==> config.mk <==
export PLATFORM = sky130hd
export DESIGN_NAME = arena_block_allocator
export DESIGN_NICKNAME = d
export VERILOG_FILES = /design/src/aba_pkg.sv /design/src/arena_block_allocator.sv /design/src/aba_store.sv
export SDC_FILE = /design/constraint.sdc
export NUM_CORES = 1
export LEC_CHECK = 0
export BUFFER_PORTS_ARGS = -buffer_cell sky130_fd_sc_hd__buf_2
export CAP_MARGIN = 20
export CELL_PAD_IN_SITES_DETAIL_PLACEMENT = 1
export CELL_PAD_IN_SITES_GLOBAL_PLACEMENT = 1
export CORE_ASPECT_RATIO = 1.5
export CORE_MARGIN = 10
export CORE_UTILIZATION = 45
export DETAILED_ROUTE_END_ITERATION = 16
export GPL_TIMING_DRIVEN = 0
export PLACE_DENSITY_LB_ADDON = 0.1
export RECOVER_POWER = 100
export SLEW_MARGIN = 20
export SYNTH_ARGS = -nofsm -noshare
export SYNTH_HDL_FRONTEND = slang
export SYNTH_SLANG_ARGS = --single-unit
==> constraint.sdc <==
create_clock -name clk -period 9.3 [get_ports clk]
set_input_delay 0.93 -clock clk [delete_from_list [all_inputs] [get_ports clk]]
set_output_delay 0.93 -clock clk [all_outputs]
set_load 0.1 [all_outputs]
==> src/aba_pkg.sv <==
// ----------------------------------------------------------------------------
// aba_pkg
// shared types, codes and defaults of the arena block allocator
// ----------------------------------------------------------------------------
`default_nettype none
package aba_pkg;

  localparam int DefNumBlocks  = 16;
  localparam int DefAlignBytes = 8;
  localparam int SizeW         = 25;
  localparam int IndexW        = 4;
  localparam int OffsetW       = 24;
  localparam int StatusW       = 2;
  localparam int CfgIdxW       = 1;
  localparam logic [SizeW-1:0] BlockBytesReset    = 25'd2097152;
  localparam logic [SizeW-1:0] KeepThresholdReset = 25'd512;

  localparam logic [CfgIdxW-1:0] RegBlockBytes    = 1'd0;
  localparam logic [CfgIdxW-1:0] RegKeepThreshold = 1'd1;

  localparam logic [StatusW-1:0] StOk       = 2'd0;
  localparam logic [StatusW-1:0] StOversize = 2'd1;
  localparam logic [StatusW-1:0] StNoBlock  = 2'd2;

  typedef struct packed {
    logic             mode;
    logic [SizeW-1:0] request_bytes;
  } req_t;

  typedef struct packed {
    logic [StatusW-1:0] status;
    logic [IndexW-1:0]  block_index;
    logic [OffsetW-1:0] byte_offset;
    logic               block_retired;
  } rsp_t;

  typedef enum logic [3:0] {
    S_INIT, S_IDLE, S_WALK_RD, S_WALK_CHK, S_FREE_RD, S_FREE_WR,
    S_DRAIN_RD, S_DRAIN_WR, S_DONE
  } state_t;

endpackage
`default_nettype wire

==> src/arena_block_allocator.sv <==
// ----------------------------------------------------------------------------
// arena_block_allocator
// bump allocator over equal blocks kept on active, full and free lists
// ----------------------------------------------------------------------------
// After reset a clearing pass over every block initializes the block table;
// busy is high meanwhile. Each request holds busy high up to and including
// its done cycle, and the next request is taken at the end of the first
// cycle with busy low. An allocate reads and then checks each active block;
// a fit writes the block and finishes, via S_FREE_WR to push it on the full
// list when it retires. One that fits nowhere takes the free list head, or
// reports no block when the free list is empty. An oversized request goes
// straight to done. A release reads and relinks each block on the active and
// then the full list. The list lengths set the time. The result is shown with
// done for exactly one cycle and the receiver cannot stall it.
`default_nettype none
module arena_block_allocator import aba_pkg::*; #(
  parameter int NumBlocks  = DefNumBlocks,
  parameter int AlignBytes = DefAlignBytes
) (
  input  wire logic               clk,
  input  wire logic               rst,
  input  wire logic               start,
  output logic                    busy,
  input  wire req_t               request,
  output logic                    done,
  output rsp_t                    result,
  input  wire logic               cfg_we,
  input  wire logic [CfgIdxW-1:0] cfg_index,
  input  wire logic [SizeW-1:0]   cfg_data
);
  localparam int AW = (NumBlocks > 1) ? $clog2(NumBlocks) : 1;
  localparam int LW = $clog2(NumBlocks + 1);
  localparam logic [LW-1:0] Nil = LW'(NumBlocks);
  localparam int PW = SizeW + 13;
  // rounding by reciprocal multiplication, exact for any sum below 2**XW
  localparam int XW = SizeW + 1;
  localparam int AlignLog = $clog2(AlignBytes);
  localparam int RShift = XW + AlignLog;
  localparam longint RecipFull =
    ((longint'(1) << RShift) + longint'(AlignBytes) - 1) / longint'(AlignBytes);
  localparam logic [XW:0] Recip = (XW+1)'(RecipFull);

  logic [SizeW-1:0] block_bytes, keep_threshold;
  state_t state, state_next;
  logic [LW-1:0] active_head, full_head, free_head, cur, prev, drain_cur;
  logic [LW-1:0] steps;
  logic drain_full;
  logic [SizeW:0] padded;
  rsp_t res;

  logic [AW-1:0] rd_addr;
  logic [SizeW-1:0] rd_used;
  logic [LW-1:0] rd_link;
  logic wu_en, wl_en;
  logic [AW-1:0] wu_addr, wl_addr;
  logic [SizeW-1:0] wu_data;
  logic [LW-1:0] wl_data;

  aba_store #(.NumBlocks(NumBlocks), .AW(AW), .LW(LW)) u_store (
    .clk, .rd_addr, .rd_used, .rd_link,
    .wr_used_en(wu_en), .wr_used_addr(wu_addr), .wr_used(wu_data),
    .wr_link_en(wl_en), .wr_link_addr(wl_addr), .wr_link(wl_data)
  );

  // rounding to the alignment
  logic [XW-1:0] sum_w, quo_w;
  logic [2*XW:0] prod_w;
  logic [PW-1:0] pad_w;
  always_comb begin
    sum_w = XW'(request.request_bytes) + XW'(AlignBytes - 1);
    prod_w = (2*XW+1)'(sum_w) * (2*XW+1)'(Recip);
    quo_w = XW'(prod_w >> RShift);
    pad_w = PW'(quo_w) * PW'(AlignBytes);
  end

  // room of the block just read, and of it after carving
  logic [SizeW-1:0] room, room_after, new_used, free_room;
  logic fits;
  always_comb begin
    room = (rd_used >= block_bytes) ? '0 : block_bytes - rd_used;
    fits = {1'b0, room} >= padded;
    new_used = rd_used + padded[SizeW-1:0];
    room_after = (new_used >= block_bytes) ? '0 : block_bytes - new_used;
    free_room = ({1'b0, padded[SizeW-1:0]} >= {1'b0, block_bytes}) ? '0
                : block_bytes - padded[SizeW-1:0];
  end

  always_ff @(posedge clk) begin
    if (rst) begin
      block_bytes <= BlockBytesReset;
      keep_threshold <= KeepThresholdReset;
    end else if (cfg_we) begin
      case (cfg_index)
        RegBlockBytes:    block_bytes <= cfg_data;
        RegKeepThreshold: keep_threshold <= cfg_data;
        default: ;
      endcase
    end
  end

  logic [LW-1:0] active_head_n, full_head_n, free_head_n, cur_n, prev_n;
  logic [LW-1:0] drain_cur_n, steps_n;
  logic drain_full_n;
  logic [SizeW:0] padded_n;
  rsp_t res_n;

  always_comb begin
    state_next = state;
    active_head_n = active_head; full_head_n = full_head; free_head_n = free_head;
    cur_n = cur; prev_n = prev; drain_cur_n = drain_cur; steps_n = steps;
    drain_full_n = drain_full; padded_n = padded; res_n = res;
    rd_addr = cur[AW-1:0];
    wu_en = 1'b0; wu_addr = cur[AW-1:0]; wu_data = '0;
    wl_en = 1'b0; wl_addr = cur[AW-1:0]; wl_data = Nil;
    case (state)
      S_INIT: begin
        // clearing pass: used zero, free chain in index order
        wu_en = 1'b1;
        wl_en = 1'b1;
        wl_data = (cur == '0) ? Nil : cur + 1'b1;
        cur_n = cur + 1'b1;
        if (cur == Nil - 1'b1) state_next = S_IDLE;
      end
      S_IDLE: begin
        if (start) begin
          res_n = '0;
          steps_n = '0;
          prev_n = Nil;
          if (request.mode) begin
            drain_cur_n = active_head;
            drain_full_n = 1'b0;
            active_head_n = Nil;
            full_head_n = Nil;
            state_next = S_DRAIN_RD;
          end else if (pad_w > PW'(block_bytes)) begin
            res_n.status = StOversize;
            state_next = S_DONE;
          end else begin
            padded_n = pad_w[SizeW:0];
            cur_n = active_head;
            state_next = S_WALK_RD;
          end
        end
      end
      S_WALK_RD: begin
        if (cur == Nil || steps == Nil) begin
          if (free_head == Nil) begin
            res_n.status = StNoBlock;
            state_next = S_DONE;
          end else begin
            rd_addr = free_head[AW-1:0];
            cur_n = free_head;
            state_next = S_FREE_RD;
          end
        end else state_next = S_WALK_CHK;
      end
      S_WALK_CHK: begin
        if (fits) begin
          wu_en = 1'b1;
          wu_data = new_used;
          res_n.block_index = IndexW'(cur);
          res_n.byte_offset = rd_used[OffsetW-1:0];
          if (room_after < keep_threshold) begin
            res_n.block_retired = 1'b1;
            if (prev == Nil) active_head_n = rd_link;
            else begin
              wl_en = 1'b1; wl_addr = prev[AW-1:0]; wl_data = rd_link;
            end
            state_next = S_FREE_WR;
          end else state_next = S_DONE;
        end else begin
          prev_n = cur;
          cur_n = rd_link;
          steps_n = steps + 1'b1;
          state_next = S_WALK_RD;
        end
      end
      S_FREE_RD: begin
        // link of the free head is in rd_link
        free_head_n = rd_link;
        wu_en = 1'b1;
        wu_data = padded[SizeW-1:0];
        wl_en = 1'b1;
        res_n.block_index = IndexW'(cur);
        if (free_room < keep_threshold) begin
          wl_data = full_head; full_head_n = cur; res_n.block_retired = 1'b1;
        end else begin
          wl_data = active_head; active_head_n = cur;
        end
        state_next = S_DONE;
      end
      S_FREE_WR: begin
        // push the retired active block on the full list
        wl_en = 1'b1; wl_data = full_head; full_head_n = cur;
        state_next = S_DONE;
      end
      S_DRAIN_RD: begin
        rd_addr = drain_cur[AW-1:0];
        if (drain_cur == Nil || steps == Nil) begin
          if (drain_full) state_next = S_DONE;
          else begin
            drain_full_n = 1'b1; drain_cur_n = full_head; steps_n = '0;
          end
        end else state_next = S_DRAIN_WR;
      end
      S_DRAIN_WR: begin
        wl_en = 1'b1; wl_addr = drain_cur[AW-1:0]; wl_data = free_head;
        free_head_n = drain_cur;
        drain_cur_n = rd_link;
        steps_n = steps + 1'b1;
        state_next = S_DRAIN_RD;
      end
      S_DONE: state_next = S_IDLE;
      default: state_next = S_IDLE;
    endcase
  end

  // full_head is cleared at release start, so remember the old list
  logic [LW-1:0] full_save;
  always_ff @(posedge clk) begin
    if (rst) begin
      state <= S_INIT;
      cur <= '0;
      active_head <= '0;
      full_head <= Nil;
      free_head <= (NumBlocks > 1) ? LW'(1) : Nil;
    end else begin
      state <= state_next;
      cur <= cur_n;
      active_head <= active_head_n;
      full_head <= full_head_n;
      free_head <= free_head_n;
    end
    if (state == S_IDLE && start && request.mode) full_save <= full_head;
    prev <= prev_n;
    drain_cur <= (state == S_DRAIN_RD && state_next == S_DRAIN_RD) ? full_save
                 : drain_cur_n;
    steps <= steps_n;
    drain_full <= drain_full_n;
    padded <= padded_n;
    res <= res_n;
  end

  assign busy = (state != S_IDLE);
  assign done = (state == S_DONE);
  assign result = res;

`ifndef ASSERT_OFF
  a_done_once: assert property (@(posedge clk) disable iff (rst) done |=> !done)
    else $error("done held");
  a_start_idle: assert property (@(posedge clk) disable iff (rst)
    (start && !busy) |=> busy) else $error("request not taken");
  a_nok_zero: assert property (@(posedge clk) disable iff (rst)
    (done && result.status != StOk) |-> (result.block_index == '0 &&
    !result.block_retired)) else $error("fields set on error");
`endif
endmodule
`default_nettype wire

==> src/aba_store.sv <==
// ----------------------------------------------------------------------------
// aba_store
// block table: used bytes and next link per block, registered read
// ----------------------------------------------------------------------------
`default_nettype none
module aba_store import aba_pkg::*; #(
  parameter int NumBlocks = DefNumBlocks,
  parameter int AW = (NumBlocks > 1) ? $clog2(NumBlocks) : 1,
  parameter int LW = $clog2(NumBlocks + 1)
) (
  input  wire logic             clk,
  input  wire logic [AW-1:0]    rd_addr,
  output logic [SizeW-1:0]      rd_used,
  output logic [LW-1:0]         rd_link,
  input  wire logic             wr_used_en,
  input  wire logic [AW-1:0]    wr_used_addr,
  input  wire logic [SizeW-1:0] wr_used,
  input  wire logic             wr_link_en,
  input  wire logic [AW-1:0]    wr_link_addr,
  input  wire logic [LW-1:0]    wr_link
);
  logic [SizeW-1:0] used_mem [NumBlocks];
  logic [LW-1:0]    link_mem [NumBlocks];

  always_ff @(posedge clk) begin
    if (wr_used_en) used_mem[wr_used_addr] <= wr_used;
    if (wr_link_en) link_mem[wr_link_addr] <= wr_link;
    rd_used <= used_mem[rd_addr];
    rd_link <= link_mem[rd_addr];
  end
endmodule
`default_nettype wire

; Word-level counts from Yosys, hierarchy flattened
; Memories as Yosys holds them, arrays and structs flattened. A register that Yosys moved wholly into a read port is not among the register bits.
; Cells that the tools add are included.
[totals]
mem_bits_rw = 480
word_cells = 190
mem_count = 2
reg_bits = 149
in_bits = 56
out_inout_bits = 33
[op_classes]
n_eq_ne = 35
order_cmp = 7
n_reduce_logical = 33
n_mux = 86
bitwise_logic = 3
addsub = 7
[memory_table]
columns = memory, depth, width, read_ports, rd_ports_with_merged_regs, write_ports, line_no
row1 = u_store.used_mem, 16, 25, 1, 1, 1, aba_store.sv:22  ; logic [SizeW-1:0] used_mem [NumBlocks];
row2 = u_store.link_mem, 16, 5, 1, 1, 1, aba_store.sv:23  ; logic [LW-1:0] link_mem [NumBlocks];
[ops]
columns = operator, count
row1 = $mux W5, 29
row2 = $mux W25, 4
row3 = $ge A25 B25 Y1, 3
row4 = $sub A25 B25 Y25, 3
row5 = $mux W4, 15
row6 = $lt A25 B25 Y1, 2
row7 = $pmux W25 S2, 1
row8 = $pmux W24 S2, 1
row9 = $pmux W5 S3, 3
row10 = $pmux W5 S4, 2
row11 = $mux W31, 1
row12 = $ne A2 B2 Y1 const B, 15
row13 = $mux W29, 1
row14 = $pmux W4 S7, 1
row15 = $add A25 B3 Y26 const B, 1
row16 = $ge A25 B26 Y1, 1
row17 = $gt A26 B25 Y1, 1
row18 = $add A25 B25 Y25, 1
row19 = $eq A5 B5 Y1 const B, 5
row20 = $pmux W5 S5, 1
row21 = $eq A4 B3 Y1 const B, 5
row22 = $pmux W5 S2, 2
row23 = $pmux W4 S2, 2
row24 = $reduce_and A4 Y1, 4
row25 = 27 further kinds, 67

; Logic depth before layout (Yosys ltp)
; Gate-level depths: netlist of the first run.
[depth]
depth_word = 11
depth_mapped = 32
ltp_nobuf = 30

; By module
; Synthesis of the first run repeated with hierarchy kept, for this count alone.
[hier_totals]
cells_unflattened = 2638
area_unflattened_um2 = 33343.2
[modules_own_cells]
columns = mod, seq_area_each_um2, cells_per_inst, area_per_inst_um2, instances
row1 = aba_store, 15014.4, 808, 19049.5, 1
row2 = arena_block_allocator, 3733.6, 1830, 14293.7, 1

; Worst setup path before layout of the first run
; OpenSTA, ideal clock, no wires.
[synth_path]
path_type = reg-to-reg
startpoint = register padded[3]
endpoint = memory u_store.link_mem[5][0] (netlist bit), enable pin
required_ns = 8.919
setup_time_ns = 0.381
synth_period_minus_slack_ns = 7.742
setup_slack_ns = 1.558
stages_incl_launch_ff = 31
arrival_time_ns = 7.361
path_buffers = 1
cell_sequence = edfxtp_1 ha_1 fa_1 a21o_1 a21oi_1 nor2b_1 o211ai_1 o21ai_0 a21bo_2 o41ai_1 o21ai_0 a21oi_1 xor2_1 ha_1 and3_1 and3_1 nand4_1 or4_1 o21ai_1 clkbuf_1 nor2_1 ha_1 a21o_1 a211oi_1 a21oi_1 o31ai_1 o211ai_1 a211oi_4 a21oi_1 nand4b_4 nor4bb_1
[synth_between]
elab_chain_len = 9
elab_cells_between_ends = 14
classes_between = 2 x add/sub / 3 x order compare / 9 x mux
[synth_lines]
columns = item, line_no
row1 = from (decl), arena_block_allocator.sv:48  ; logic [SizeW:0] padded;
row2 = from (signal assigned), arena_block_allocator.sv:240  ; padded <= padded_n;
row3 = $add A25 B25 Y25, arena_block_allocator.sv:82  ; new_used = rd_used + padded[SizeW-1:0];
row4 = $sub A25 B25 Y25 / $ge A25 B25 Y1 (equally long branches), arena_block_allocator.sv:83  ; room_after = (new_used >= block_bytes) ? '0 : block_bytes - new_used;
row5 = $mux W25, arena_block_allocator.sv:83
row6 = $lt A25 B25 Y1, arena_block_allocator.sv:163  ; if (room_after < keep_threshold) begin
row7 = $mux W1, arena_block_allocator.sv:163
row8 = $mux W1, arena_block_allocator.sv:158  ; if (fits) begin
row9 = $pmux W1 S2, arena_block_allocator.sv:115  ; case (state)
row10 = $mux W1, aba_store.sv:27  ; if (wr_link_en) link_mem[wr_link_addr] <= wr_link;
row11 = $mux W1 (implied by the code), aba_store.sv:27
row12 = to (decl), aba_store.sv:23
; Parallel ways exist; a longest one is shown, timed or not.

; Final worst setup path of the first run
[layout_path]
startpoint = register block_bytes[0]
endpoint = memory u_store.used_mem[15][13], enable pin
[layout_between]
elab_chain_len = 7
elab_cells_between_ends = 8
classes_between = 1 x add/sub / 2 x order compare / 5 x mux
[layout_lines]
columns = item, line_no
row1 = from (decl), arena_block_allocator.sv:43  ; logic [SizeW-1:0] block_bytes, keep_threshold;
row2 = from (signal assigned), arena_block_allocator.sv:90  ; block_bytes <= BlockBytesReset;
row3 = from (signal assigned), arena_block_allocator.sv:94  ; RegBlockBytes: block_bytes <= cfg_data;
row4 = $sub A25 B25 Y25 / $ge A25 B25 Y1 (equally long branches), arena_block_allocator.sv:80  ; room = (rd_used >= block_bytes) ? '0 : block_bytes - rd_used;
row5 = $mux W25 (*), arena_block_allocator.sv:80
row6 = $ge A25 B26 Y1 (*), arena_block_allocator.sv:81  ; fits = {1'b0, room} >= padded;
row7 = $mux W1 (*), arena_block_allocator.sv:158
row8 = $pmux W1 S2 (*), arena_block_allocator.sv:115
row9 = $mux W1 (*), aba_store.sv:26  ; if (wr_used_en) used_mem[wr_used_addr] <= wr_used;
row10 = $mux W1 (implied by the code) (*), aba_store.sv:26
row11 = to (decl), aba_store.sv:22
; Every way passes the cells marked *; elsewhere a longest branch is shown, timed or not.

==> results of run 1 <==
## flip-flops by register name (all words and copies together) (netlist names)
| name | count |
|---|---|
| drain_cur | 5 |
| block_bytes | 25 |
| cur | 5 |
| u_store.used_mem | 400 |
| u_store.rd_link | 5 |
| u_store.rd_used | 25 |
| full_head | 5 |
| padded | 23 |
| full_save | 5 |
| state | 4 |
| result | 31 |
| active_head | 5 |
| free_head | 5 |
| drain_full | 1 |
| prev | 5 |
| u_store.link_mem | 80 |
| steps | 5 |
| keep_threshold | 25 |
## timing repair
item,in CTS,in global routing
pin swaps,9,4
buffers inserted,16,4
endpoints found under the setup margin,174,106
gates resized for setup,34,13
## cell usage after synthesis, drive strengths merged, types with 7 or more instances
cell,n
buf,24
xor2,43
a31oi,41
o21a,8
and2,71
nor2b,18
edfxtp,555
and3,19
nor3,35
ha,189
a222oi,7
nand2b,16
o22ai,22
a221oi,9
nor4b,9
nand2,568
nand3,159
o211ai,15
a21oi,186
o21bai,14
mux2i,7
o21ai,70
a21o,71
nor2,209
a211oi,80
nand4,27
nor3b,7
nor4,12
dfxtp,104
xnor2,59
inv,139
clkbuf,131
a311oi,97
a22oi,11
## final cells by class
| cell class | count | area, µm² |
|---|---|---|
| fill | 8049 | 35800 |
| multi-input combinational | 2165 | 13900 |
| clock inverter | 27 | 243 |
| sequential | 659 | 18700 |
| clock buffer | 91 | 1860 |
| inverter | 141 | 529 |
| timing repair buffer | 146 | 795 |
| tap | 992 | 1240 |
| buffer | 155 | 636 |
## worst reg2reg max path, stage by stage, from the launching register on
cell and delay [ns]:
sky130_fd_sc_hd__dfxtp_1 0.46, sky130_fd_sc_hd__inv_1 0.12, sky130_fd_sc_hd__ha_1 0.17, sky130_fd_sc_hd__inv_1 0.05
sky130_fd_sc_hd__fa_1 0.39, sky130_fd_sc_hd__a21o_1 0.20, sky130_fd_sc_hd__a21oi_1 0.24, sky130_fd_sc_hd__o21bai_1 0.12
sky130_fd_sc_hd__a2111oi_0 0.87, sky130_fd_sc_hd__o31a_1 0.34, sky130_fd_sc_hd__a211oi_1 0.24, sky130_fd_sc_hd__a221o_1 0.43
sky130_fd_sc_hd__a21o_1 0.19, sky130_fd_sc_hd__a21oi_1 0.19, sky130_fd_sc_hd__xor2_1 0.17, sky130_fd_sc_hd__nor2_1 0.06
sky130_fd_sc_hd__ha_1 0.29, sky130_fd_sc_hd__nand2_1 0.08, sky130_fd_sc_hd__nor3_1 0.33, sky130_fd_sc_hd__nand2_1 0.18
sky130_fd_sc_hd__or3_1 0.46, sky130_fd_sc_hd__a311o_1 0.41, sky130_fd_sc_hd__a21oi_2 0.73, sky130_fd_sc_hd__o21bai_1 0.37
sky130_fd_sc_hd__nand2_1 0.33, sky130_fd_sc_hd__nor2_1 0.56, sky130_fd_sc_hd__clkbuf_2 0.68
## kinds of logic (layout without fill, tap and decap cells)
family | Yosys count | in the layout
AO/OA/AOI/OAI | 683 | 683
flip-flops | 659 | 659
adder cells (fa/ha/maj) | 192 | 192
multiplexers | 8 | 8
XOR/XNOR | 102 | 102
AND/OR/NAND/NOR | 1180 | 1180
buffers and inverters | 296 | 560
## path summary, 6_finish.rpt
path / endpoint / slack, ns
setup / recovery: u_store.used_mem[15][13]$_DFFE_PP_ / 0.25
hold / removal: keep_threshold[13]$_SDFFE_PP0P_ / 0.46
setup reg to reg: u_store.used_mem[15][13]$_DFFE_PP_ / 0.25
hold reg to reg: keep_threshold[13]$_SDFFE_PP0P_ / 0.46
## routing by layer
metal  wire length (µm)  vias up  global-route usage
li1                   -    11900                   -
met1              44300    13000               0.292
met2              58900      764               0.477
met3               5290      225              0.0360
met4               5560        4               0.124
met5                 24        -                   0
## stage by stage
| step | std cells | utilization |
|---|---|---|
| 5_1_grt | 4376 | 0.514 |
| 6_report | 4376 | 0.514 |
| 3_5_place_dp | 4238 | 0.486 |
| 2_1_floorplan | 3120 | - |
| 4_1_cts | 4372 | 0.520 |
| 3_3_place_gp | 4198 | 0.476 |
## power by group through the flow
| stage | Clock (mW) | Combinational (mW) | Sequential (mW) |
|---|---|---|---|
| 4_1_cts | 2.72 | 1.64 | 3.33 |
| 5_1_grt | 2.84 | 1.80 | 3.34 |
| 6_report | 2.67 | 1.65 | 3.34 |
| 3_3_place_gp | 0 | 1.48 | 3.40 |
| 2_1_floorplan | 0 | 1.05 | 3.37 |
| 3_5_place_dp | 0 | 1.57 | 3.40 |
==> impl_summary.txt, run 1 <==
----------------------------------------------------
[Global route]
  First-pass GRT wire length ... 171 mm
  Maximum number of pins on one net before global-route repair ... 25
  Initial antenna violation count ... 2
  Via count of the first global-routing pass ... 28200
  Total GRT Usage ... 0.260
  Residual overflow from global routing ... 0

[Setup path]
  Required time of the critical path ... 9.54 ns
  Nature of the critical path endpoint ... register
  Arrival time of data at the critical path endpoint ... 9.29 ns
  Slowest Stage Delay on Critical Path ... 0.87 ns
  Most used cell along the critical path ... sky130_fd_sc_hd__nand2_1
  CP startpoint kind ... register
  Cell count along the critical path ... 26
  Worst Path Max Fanout ... 21
  Crit Path Category ... register to register
  Slowest cell on the critical path ... sky130_fd_sc_hd__a2111oi_0
  Startpoint of the most critical setup path ... block_bytes[0]$_SDFFE_PP0P_
  Crit path max-delay family ... compound AO/OA/AOI/OAI gates
  Worst Path Buf+Inv ... 3
  Logic depth of the worst register-to-register path ... 26
  FF-to-FF Start ... block_bytes[0]$_SDFFE_PP0P_

[Cells and area]
  Number of nets in the layout ... 3582
  Share of post-route cells with drive strength above 1 ... 0.0842
  Commonest non-fill, non-tap cell in the layout ... sky130_fd_sc_hd__nand2_1
  Area growth from synthesis to layout ... 13.4%
  Top library cells by usage in the layout, fill and taps aside ... sky130_fd_sc_hd__nand2_1 (567), sky130_fd_sc_hd__edfxtp_1 (555), sky130_fd_sc_hd__nor2_1 (207), sky130_fd_sc_hd__clkbuf_1 (197), sky130_fd_sc_hd__ha_1 (189)
  Design area ... 37900 µm²
  Diode count ... 0

[Clock tree]
  Clock insertion delay at the later pin of the skew report ... 0.63 ns
  CTS buffer count ... 66
  Total of hold buffers inserted after clock tree synthesis ... 0
  Clock transition at the registers of the reported paths ... 0.06 ns
  TritonCTS clock tree ... done
  CTS sink cnt ... 659
  Cell at the root of the clock tree ... sky130_fd_sc_hd__clkbuf_16
  Clock Tree Buf Depth ... 3
  Max H-tree Level ... 3

[Routing]
  Average via count per standard cell ... 5.93
  Total vias in the final route ... 25900
  Drt total wl ... 114 mm
  Pre-antenna DRT Iters ... 6
  Routed len/inst ... 26.1 µm
  Detail Route Antenna Nets ... 0
  Number of design-rule violations left by the first detailed-router iteration ... 1813
  Number of remaining DRC errors ... 0

[Flow run]
  Number of maximum-capacitance violations ... 2

[Power]
  Worst VDD drop ... 0.000165 V
  Net switching power ... 2.30 mW
  Clk network pwr share ... 0.348
  Leakage ... 13.8 nW
  Total power of the final layout ... 7.66 mW
  Pwr per Cell Area ... 202 nW/µm²
  Proportion of power drawn by combinational gates ... 0.216
  Switching Share ... 0.300
  Register share of total power ... 0.436
  Internal power component ... 5.36 mW

[Timing]
  Count of endpoints failing hold in the final timing report ... 0
  Worst-case headroom to the max-slew limit ... -0.403
  Share of the clock period used by the worst path ... 0.973
  Max frequency ... 111 MHz
  TNS Setup ... 0 ns
  Worst hold slack ... 0.463 ns
  Worst-margin pin slew ... 2.09 ns
  Setup Viol. Count Final ... 0
  Max-slew violation total from the final report ... 25
  Final worst path period need ... 9.05 ns
  Final worst clock skew ... 0.0237 ns
  Setup WS post-layout ... 0.252 ns

[Synthesis]
  Area share of the leading cell type in the synthesized netlist ... 0.498
  Post-Synthesis Cells ... 3120
  Number of warnings issued by yosys ... 0
  Complex-gate fraction of the synthesized area ... 0.143
  Netlist area before placement ... 33400 µm²
  Post-synthesis share of cell area spent on xor and xnor gates ... 0.0267
  Basic-gate share of the synthesized area counting and, or, nand and nor cells ... 0.161
  Share of flip-flops with an asynchronous set or reset after synthesis ... 0
  Largest family of logic cells by synthesized area ... simple AND/OR/NAND/NOR gates
  Mean instance size in the synthesized netlist ... 10.7 µm²
  Flip-flop and latch count after synthesis ... 659
  Multiplexer share of the synthesized area ... 0.00243
  Syn_nets ... 3368
  Synth Area in Adders ... 0.0725
  Synth area leaders ... sky130_fd_sc_hd__edfxtp_1 (50%), sky130_fd_sc_hd__ha_1 (7.1%), sky130_fd_sc_hd__nand2_1 (6.4%)
  Sequential cell area fraction in the yosys report ... 0.561
  Yosys cell types ... 92
  Library cell occupying the most area in the post-synthesis netlist ... sky130_fd_sc_hd__edfxtp_1
  Main synth FF type ... sky130_fd_sc_hd__edfxtp_1
  Number of enable-type register cells in the synthesized netlist ... 555

[Place]
  Placement-stage cell area ... 35900 µm²
  Worst slack after detailed placement ... -2.06 ns
  DP HPWL ... 87.2 mm
  GP Congestion ... 0.953
  Number of input and output port buffers inserted ... 86

[Hold path]
  Tightest Hold Check Type ... register to register
  Hold-critical path depth ... 2
  Startpoint of the tightest hold check path ... keep_threshold[13]$_SDFFE_PP0P_

[Floorplanning]
  CORE AREA ... 73700 µm²
  Rows ... 122
  Die height ... 354 µm
  Area of the die ... 85800 µm²
  Die width ... 243 µm
  IO Count ... 89
  Starting density of the core ... 0.454

[Outcome]
  Failing checks ... capacitance limit, slew limit
  Run status ... finished with violations

----------------------------------------------------
(Power assumes the default switching activity.)
==> run 2: changes to the inputs <==
Settings changed: CORE_UTILIZATION 45 to 50, PLACE_DENSITY from default to 0.83, PLACE_DENSITY_LB_ADDON 0.1 to default.
==> run 2 against run 1 <==
Clock skew is 0.022 ns higher. Die area is 9.3% lower. The flow still finishes with violations (capacitance limit, slew limit). Sequential power about the same. Power is 1.4% higher. Largest power group unchanged. Routed wire length rose by 1.9%. Critical path type unchanged. Via count grew 3.4%.
==> impl_summary.txt, run 2 (synthesis gave the netlist of run 1 again) <==
----------------------------------------------------
[Routing]
  Number of remaining DRC errors ... 0 (unchanged)
  Detail Route Antenna Nets ... 0 (unchanged)
  Routed len/inst ... 27.3 µm (was 26.1 µm)
  Drt total wl ... 116 mm (was 114 mm)
  Pre-antenna DRT Iters ... 5 (was 6)
  Average via count per standard cell ... 6.29 (was 5.93)
  Number of design-rule violations left by the first detailed-router iteration ... 2442 (was 1813)
  Total vias in the final route ... 26800 (was 25900)

[Cells and area]
  Number of nets in the layout ... 3572 (was 3582)
  Design area ... 37700 µm² (was 37900 µm²)
  Top library cells by usage in the layout, fill and taps aside ... sky130_fd_sc_hd__nand2_1 (568), sky130_fd_sc_hd__edfxtp_1 (555), sky130_fd_sc_hd__nor2_1 (207), sky130_fd_sc_hd__ha_1 (189), sky130_fd_sc_hd__clkbuf_1 (186) (was sky130_fd_sc_hd__nand2_1 (567), sky130_fd_sc_hd__edfxtp_1 (555), sky130_fd_sc_hd__nor2_1 (207), sky130_fd_sc_hd__clkbuf_1 (197), sky130_fd_sc_hd__ha_1 (189))
  Fill cell instance count of the final layout ... 7237 (was 8049)
  Area growth from synthesis to layout ... 12.7% (was 13.4%)
  Flip-flop count of the largest register, all copies and words added ... 400 (unchanged)
  Total area of multi-input combinational cells ... 13800 µm² (was 13900 µm²)
  Diode count ... 0 (unchanged)
  Post-Layout Cell Count ... 4258 (was 4376)
  Most flops, register ... u_store.used_mem (unchanged)
  Share of post-route cells with drive strength above 1 ... 0.0803 (was 0.0842)
  Commonest non-fill, non-tap cell in the layout ... sky130_fd_sc_hd__nand2_1 (unchanged)
  Sequential cell area ... 18700 µm² (unchanged)

[Setup path]
  Required time of the critical path ... 9.70 ns (was 9.54 ns)
  Worst Path Max Fanout ... 10 (was 21)
  CP startpoint kind ... register (unchanged)
  R2r setup slk ... 0.21 ns (was 0.25 ns)
  Crit Path Category ... register to register (unchanged)
  Nature of the critical path endpoint ... register (unchanged)
  Logic depth of the worst register-to-register path ... 26 (unchanged)
  Arrival time of data at the critical path endpoint ... 9.50 ns (was 9.29 ns)

[Floorplanning]
  Die width ... 231 µm (was 243 µm)
  CORE AREA ... 66500 µm² (was 73700 µm²)
  IO Count ... 89 (unchanged)
  Starting density of the core ... 0.503 (was 0.454)
  Die height ... 337 µm (was 354 µm)
  Rows ... 116 (was 122)
  Area of the die ... 77800 µm² (was 85800 µm²)

[Timing]
  Final worst path period need ... 9.09 ns (was 9.05 ns)
  Max frequency ... 110 MHz (was 111 MHz)
  Max-slew violation total from the final report ... 17 (was 25)
  Share of the clock period used by the worst path ... 0.978 (was 0.973)
  Worst hold slack ... 0.464 ns (was 0.463 ns)
  Worst-margin pin slew ... 1.68 ns (was 2.09 ns)
  Final worst clock skew ... 0.0461 ns (was 0.0237 ns)
  Count of endpoints failing hold in the final timing report ... 0 (unchanged)
  Setup Viol. Count Final ... 0 (unchanged)
  Setup WS post-layout ... 0.206 ns (was 0.252 ns)
  Worst-case headroom to the max-slew limit ... -0.121 (was -0.403)

[Power]
  Worst VDD drop ... 0.000144 V (was 0.000165 V)
  Pwr per Cell Area ... 206 nW/µm² (was 202 nW/µm²)
  Leakage ... 13.8 nW (about the same)
  Total power of the final layout ... 7.77 mW (was 7.66 mW)

[Clock tree]
  Max H-tree Level ... 2 (was 3)
  Clock transition at the registers of the reported paths ... 0.06 ns (about the same)
  CTS sink cnt ... 659 (unchanged)
  Cell at the root of the clock tree ... sky130_fd_sc_hd__clkbuf_16 (unchanged)
  Clock insertion delay at the later pin of the skew report ... 0.68 ns (was 0.63 ns)
  TritonCTS clock tree ... done (unchanged)
  Total of hold buffers inserted after clock tree synthesis ... 0 (unchanged)
  Clock Tree Buf Depth ... 3 (unchanged)
  CTS buffer count ... 59 (was 66)

[Place]
  Placement-stage cell area ... 35700 µm² (was 35900 µm²)
  DP HPWL ... 85.9 mm (was 87.2 mm)
  Instance count after placement with tap cells included ... 4127 (was 4238)
  Worst slack after detailed placement ... -1.94 ns (was -2.06 ns)
  GP Congestion ... 0.946 (was 0.953)
  Number of input and output port buffers inserted ... 86 (unchanged)

[Global route]
  Total GRT Usage ... 0.293 (was 0.260)
  Residual overflow from global routing ... 0 (unchanged)
  Via count of the first global-routing pass ... 28700 (was 28200)
  First-pass GRT wire length ... 173 mm (was 171 mm)
  Initial antenna violation count ... 1 (was 2)
  Maximum number of pins on one net before global-route repair ... 26 (was 25)

[Hold path]
  Tightest Hold Check Type ... register to register (unchanged)
  Hold-critical path depth ... 2 (unchanged)

[Outcome]
  Failing checks ... capacitance limit, slew limit (unchanged)
  Run status ... finished with violations (unchanged)

[Flow run]
  Number of maximum-capacitance violations ... 1 (was 2)

----------------------------------------------------
run 2: changes by cell type in the layout (fill, tap and decap cells not counted), moves of 3 or more:
cell / change
sky130_fd_sc_hd__bufinv_16: +11
sky130_fd_sc_hd__clkbuf_1: -11
sky130_fd_sc_hd__buf_4: -10
sky130_fd_sc_hd__clkbuf_16: -10
sky130_fd_sc_hd__buf_2: +4
sky130_fd_sc_hd__clkbuf_2: +3
sky130_fd_sc_hd__clkinv_4: +3
run 2: critical path, stage by stage (launching register included):
cell and delay (ns):
sky130_fd_sc_hd__dfxtp_1 0.45, sky130_fd_sc_hd__inv_1 0.12, sky130_fd_sc_hd__ha_1 0.17, sky130_fd_sc_hd__inv_1 0.05, sky130_fd_sc_hd__fa_1 0.40, sky130_fd_sc_hd__a21o_1 0.21, sky130_fd_sc_hd__a21oi_1 0.22, sky130_fd_sc_hd__o21bai_1 0.13
sky130_fd_sc_hd__a2111oi_0 0.82, sky130_fd_sc_hd__o31a_1 0.29, sky130_fd_sc_hd__a211oi_1 0.20, sky130_fd_sc_hd__a221o_1 0.42, sky130_fd_sc_hd__a21o_1 0.20, sky130_fd_sc_hd__a21oi_1 0.18, sky130_fd_sc_hd__xor2_1 0.16, sky130_fd_sc_hd__nor2_1 0.06
sky130_fd_sc_hd__ha_1 0.29, sky130_fd_sc_hd__nand2_1 0.08, sky130_fd_sc_hd__nor3_1 0.32, sky130_fd_sc_hd__nand2_1 0.22, sky130_fd_sc_hd__o221ai_1 0.56, sky130_fd_sc_hd__inv_1 0.28, sky130_fd_sc_hd__a21oi_2 0.75, sky130_fd_sc_hd__inv_1 0.40
sky130_fd_sc_hd__clkbuf_1 0.43, sky130_fd_sc_hd__o22ai_1 0.95, sky130_fd_sc_hd__clkbuf_1 0.45
run 2: final cells by class:
cell class                 count  area share
inverter                     141      0.0140
clock buffer                  66      0.0412
tap                          885      0.0294
multi-input combinational   2165       0.366
sequential                   659       0.498
timing repair buffer         143      0.0190
clock inverter                44      0.0164
buffer                       155      0.0168
run 2: report_power, final:
part           internal [mW]  switching, mW  total, mW
sequential              3.27         0.0690       3.34
combinational          0.580           1.08       1.66
clock                   1.60           1.17       2.76
run 2: repair_timing:
action,4_1_cts,5_1_grt
setup endpoints to repair,174,152
gates resized for setup,31,12
pin swaps,7,10
setup buffers,14,7
run 2: path summary, 6_finish.rpt:
check,from,endpoint
min reg2reg,keep_threshold[15]$_SDFFE_PP0P_,keep_threshold[15]$_SDFFE_PP0P_
max,block_bytes[0]$_SDFFE_PP0P_,u_store.used_mem[13][19]$_DFFE_PP_
max reg2reg,block_bytes[0]$_SDFFE_PP0P_,u_store.used_mem[13][19]$_DFFE_PP_
min,keep_threshold[15]$_SDFFE_PP0P_,keep_threshold[15]$_SDFFE_PP0P_
run 2: per-layer routing:
layer	track usage	vias to the layer above	routed length (µm)
li1	-	11900	-
met1	0.316	13400	41700
met2	0.538	1149	60200
met3	0.0401	339	6930
met4	0.170	2	7340
met5	0	-	14
run 2: metrics by stage:
stage | setup TNS (ns) | utilization
final | 0 | 0.567
after floorplan | 0 | -
after global routing | -1.49 | 0.567
after detailed placement | -217.91 | 0.537
after global placement | -445.28 | 0.526
after CTS | 0 | 0.574
==> run 3: changes to the inputs <==
Settings changed: GPL_TIMING_DRIVEN 0 to default.
==> run 3 against run 2 <==
The flow still finishes with violations (capacitance limit, slew limit). Critical path depth did not move. Fmax rose by 0.45%. Global-route usage fell by 1.5 points. Cell count fell by 2.9%. Clock skew fell by 0.014 ns. Sequential power barely moved. Routed wire length fell by 5.0%. Flip-flop and latch count did not move. Hold slack got worse by 0.0049 ns.
==> impl_summary.txt, run 3 (synthesis gave the netlist of run 1 again) <==
----------------------------------------------------
[Routing]
  Routed len/inst ... 26.7 µm (was 27.3 µm)
  Total vias in the final route ... 26000 (was 26800)
  Pre-antenna DRT Iters ... 8 (was 5)
  Number of remaining DRC errors ... 0 (unchanged)
  Detail Route Antenna Nets ... 0 (unchanged)
  Drt total wl ... 110 mm (was 116 mm)
  Average via count per standard cell ... 6.28 (was 6.29)
  Number of design-rule violations left by the first detailed-router iteration ... 2427 (was 2442)

[Timing]
  Final worst clock skew ... 0.0325 ns (was 0.0461 ns)
  Setup Viol. Count Final ... 0 (unchanged)
  Worst-case headroom to the max-slew limit ... -1.78 (was -0.121)
  Worst-margin pin slew ... 4.17 ns (was 1.68 ns)
  Final worst path period need ... 9.05 ns (was 9.09 ns)
  TNS Setup ... 0 ns (unchanged)
  Share of the clock period used by the worst path ... 0.973 (was 0.978)
  Max frequency ... 110 MHz (about the same)
  Max-slew violation total from the final report ... 503 (was 17)
  RSZ-0062 raised after global routing ... no
  Count of endpoints failing hold in the final timing report ... 0 (unchanged)

[Power]
  Pwr per Cell Area ... 207 nW/µm² (was 206 nW/µm²)
  Leakage ... 13.6 nW (was 13.8 nW)
  Worst VDD drop ... 0.000187 V (was 0.000144 V)

[Cells and area]
  Commonest non-fill, non-tap cell in the layout ... sky130_fd_sc_hd__nand2_1 (unchanged)
  Design area ... 37100 µm² (was 37700 µm²)
  Most flops, register ... u_store.used_mem (unchanged)
  Area growth from synthesis to layout ... 11.0% (was 12.7%)
  Post-Layout Cell Count ... 4135 (was 4258)
  Top library cells by usage in the layout, fill and taps aside ... sky130_fd_sc_hd__nand2_1 (567), sky130_fd_sc_hd__edfxtp_1 (555), sky130_fd_sc_hd__nor2_1 (199), sky130_fd_sc_hd__ha_1 (189), sky130_fd_sc_hd__a21oi_1 (183) (was sky130_fd_sc_hd__nand2_1 (568), sky130_fd_sc_hd__edfxtp_1 (555), sky130_fd_sc_hd__nor2_1 (207), sky130_fd_sc_hd__ha_1 (189), sky130_fd_sc_hd__clkbuf_1 (186))
  Share of post-route cells with drive strength above 1 ... 0.0760 (was 0.0803)
  Number of nets in the layout ... 3444 (was 3572)
  Flip-flop count of the largest register, all copies and words added ... 400 (unchanged)

[Clock tree]
  Clock transition at the registers of the reported paths ... 0.06 ns (about the same)
  TritonCTS clock tree ... done (unchanged)
  Max H-tree Level ... 2 (unchanged)
  Total of hold buffers inserted after clock tree synthesis ... 0 (unchanged)
  Cell at the root of the clock tree ... sky130_fd_sc_hd__clkbuf_16 (unchanged)
  CTS sink cnt ... 659 (unchanged)
  Post-cts gate resize count ... 0 (was 31)
  CTS buffer count ... 61 (was 59)
  Clock insertion delay at the later pin of the skew report ... 0.67 ns (was 0.68 ns)
  Post-CTS setup buffer count ... 0 (was 14)
  Clock Tree Buf Depth ... 3 (unchanged)

[Setup path]
  Worst Path Max Fanout ... 19 (was 10)
  Arrival time of data at the critical path endpoint ... 9.55 ns (was 9.50 ns)
  Required time of the critical path ... 9.80 ns (was 9.70 ns)
  Nature of the critical path endpoint ... register (unchanged)
  Crit Path Category ... register to register (unchanged)
  CP startpoint kind ... register (unchanged)

[Global route]
  First-pass GRT wire length ... 166 mm (was 173 mm)
  Via count of the first global-routing pass ... 27500 (was 28700)
  Total GRT Usage ... 0.277 (was 0.293)
  Initial antenna violation count ... 2 (was 1)
  Maximum number of pins on one net before global-route repair ... 196 (was 26)
  Residual overflow from global routing ... 0 (unchanged)

[Floorplanning]
  Rows ... 116 (unchanged)
  Die height ... 337 µm (unchanged)
  IO Count ... 89 (unchanged)
  Die width ... 231 µm (unchanged)
  Starting density of the core ... 0.503 (unchanged)
  CORE AREA ... 66500 µm² (unchanged)
  Area of the die ... 77800 µm² (unchanged)

[Outcome]
  Run status ... finished with violations (unchanged)
  Failing checks ... capacitance limit, slew limit (unchanged)

[Flow run]
  Number of maximum-capacitance violations ... 8 (was 1)

[Place]
  DP HPWL ... 74.6 mm (was 85.9 mm)
  Number of input and output port buffers inserted ... 88 (was 86)
  Placement-stage cell area ... 35400 µm² (was 35700 µm²)
  GP Congestion ... 0.954 (was 0.946)
  Instance count after placement with tap cells included ... 4016 (was 4127)

[Hold path]
  Tightest Hold Check Type ... register to register (unchanged)

----------------------------------------------------
## run 3: per-layer routing
metal | vias to the layer above | wire (µm) | GRT usage
met5 | - | 13 | 0
met4 | 2 | 5900 | 0.141
met3 | 285 | 6210 | 0.0361
met2 | 967 | 55200 | 0.487
met1 | 13100 | 43200 | 0.328
li1 | 11600 | - | -
## run 3: power breakdown
group	switching, mW	internal [mW]
Combinational	1.02	0.565
Clock	1.16	1.58
Sequential	0.0701	3.27
## run 3: critical path: stages, from the launching register on
cell and delay [ns]:
sky130_fd_sc_hd__dfxtp_1 0.36, sky130_fd_sc_hd__inv_1 0.11, sky130_fd_sc_hd__ha_1 0.19, sky130_fd_sc_hd__inv_1 0.07, sky130_fd_sc_hd__fa_1 0.40, sky130_fd_sc_hd__a21o_1 0.20, sky130_fd_sc_hd__a21oi_1 0.26, sky130_fd_sc_hd__o21bai_1 0.15
sky130_fd_sc_hd__a2111oi_2 0.50, sky130_fd_sc_hd__nor2_1 0.23, sky130_fd_sc_hd__a311oi_1 0.57, sky130_fd_sc_hd__o21ai_0 0.32, sky130_fd_sc_hd__a41o_1 0.45, sky130_fd_sc_hd__nand2_1 0.14, sky130_fd_sc_hd__buf_4 0.26, sky130_fd_sc_hd__nor2_1 0.08
sky130_fd_sc_hd__ha_1 0.30, sky130_fd_sc_hd__a21o_1 0.16, sky130_fd_sc_hd__a21oi_1 0.21, sky130_fd_sc_hd__o21ai_0 0.20, sky130_fd_sc_hd__a211o_1 0.37, sky130_fd_sc_hd__a2111o_1 0.42, sky130_fd_sc_hd__a211oi_1 1.55, sky130_fd_sc_hd__mux2i_1 0.27
sky130_fd_sc_hd__o211ai_1 0.34, sky130_fd_sc_hd__clkbuf_1 0.46, sky130_fd_sc_hd__clkbuf_2 0.29
## run 3: cell type report
class | count | area [µm²]
Fill cell | 7100 | 29400
Tap cell | 885 | 1110
Multi-Input combinational cell | 2165 | 13700
Clock buffer | 84 | 1680
Inverter | 141 | 529
Antenna cell | 1 | 2.50
Timing Repair Buffer | 168 | 827
Sequential cell | 659 | 18700
Clock inverter | 32 | 493
## run 3: stage by stage
step	worst slack [ns]	hold WS (ns)	util	power [mW]
global placement	0.693	0.442	0.532	4.86
detailed placement	0.315	0.453	0.532	4.94
finish	0.247	0.460	0.558	7.66
CTS	0.282	0.465	0.565	7.66
global route	0.0512	0.478	0.558	7.94
floorplan	1.56	0.436	-	4.42
## run 3: worst paths after layout
kind                                                 startpoint                               end  slack, ns  depth (start not counted)
worst min-delay path            keep_threshold[13]$_SDFFE_PP0P_   keep_threshold[13]$_SDFFE_PP0P_       0.46                          2
worst max-delay path                block_bytes[3]$_SDFFE_PP0P_  u_store.link_mem[3][1]$_DFFE_PP_       0.25                         26
worst min register to register  keep_threshold[13]$_SDFFE_PP0P_   keep_threshold[13]$_SDFFE_PP0P_       0.46                          2
worst max register to register      block_bytes[3]$_SDFFE_PP0P_  u_store.link_mem[3][1]$_DFFE_PP_       0.25                         26
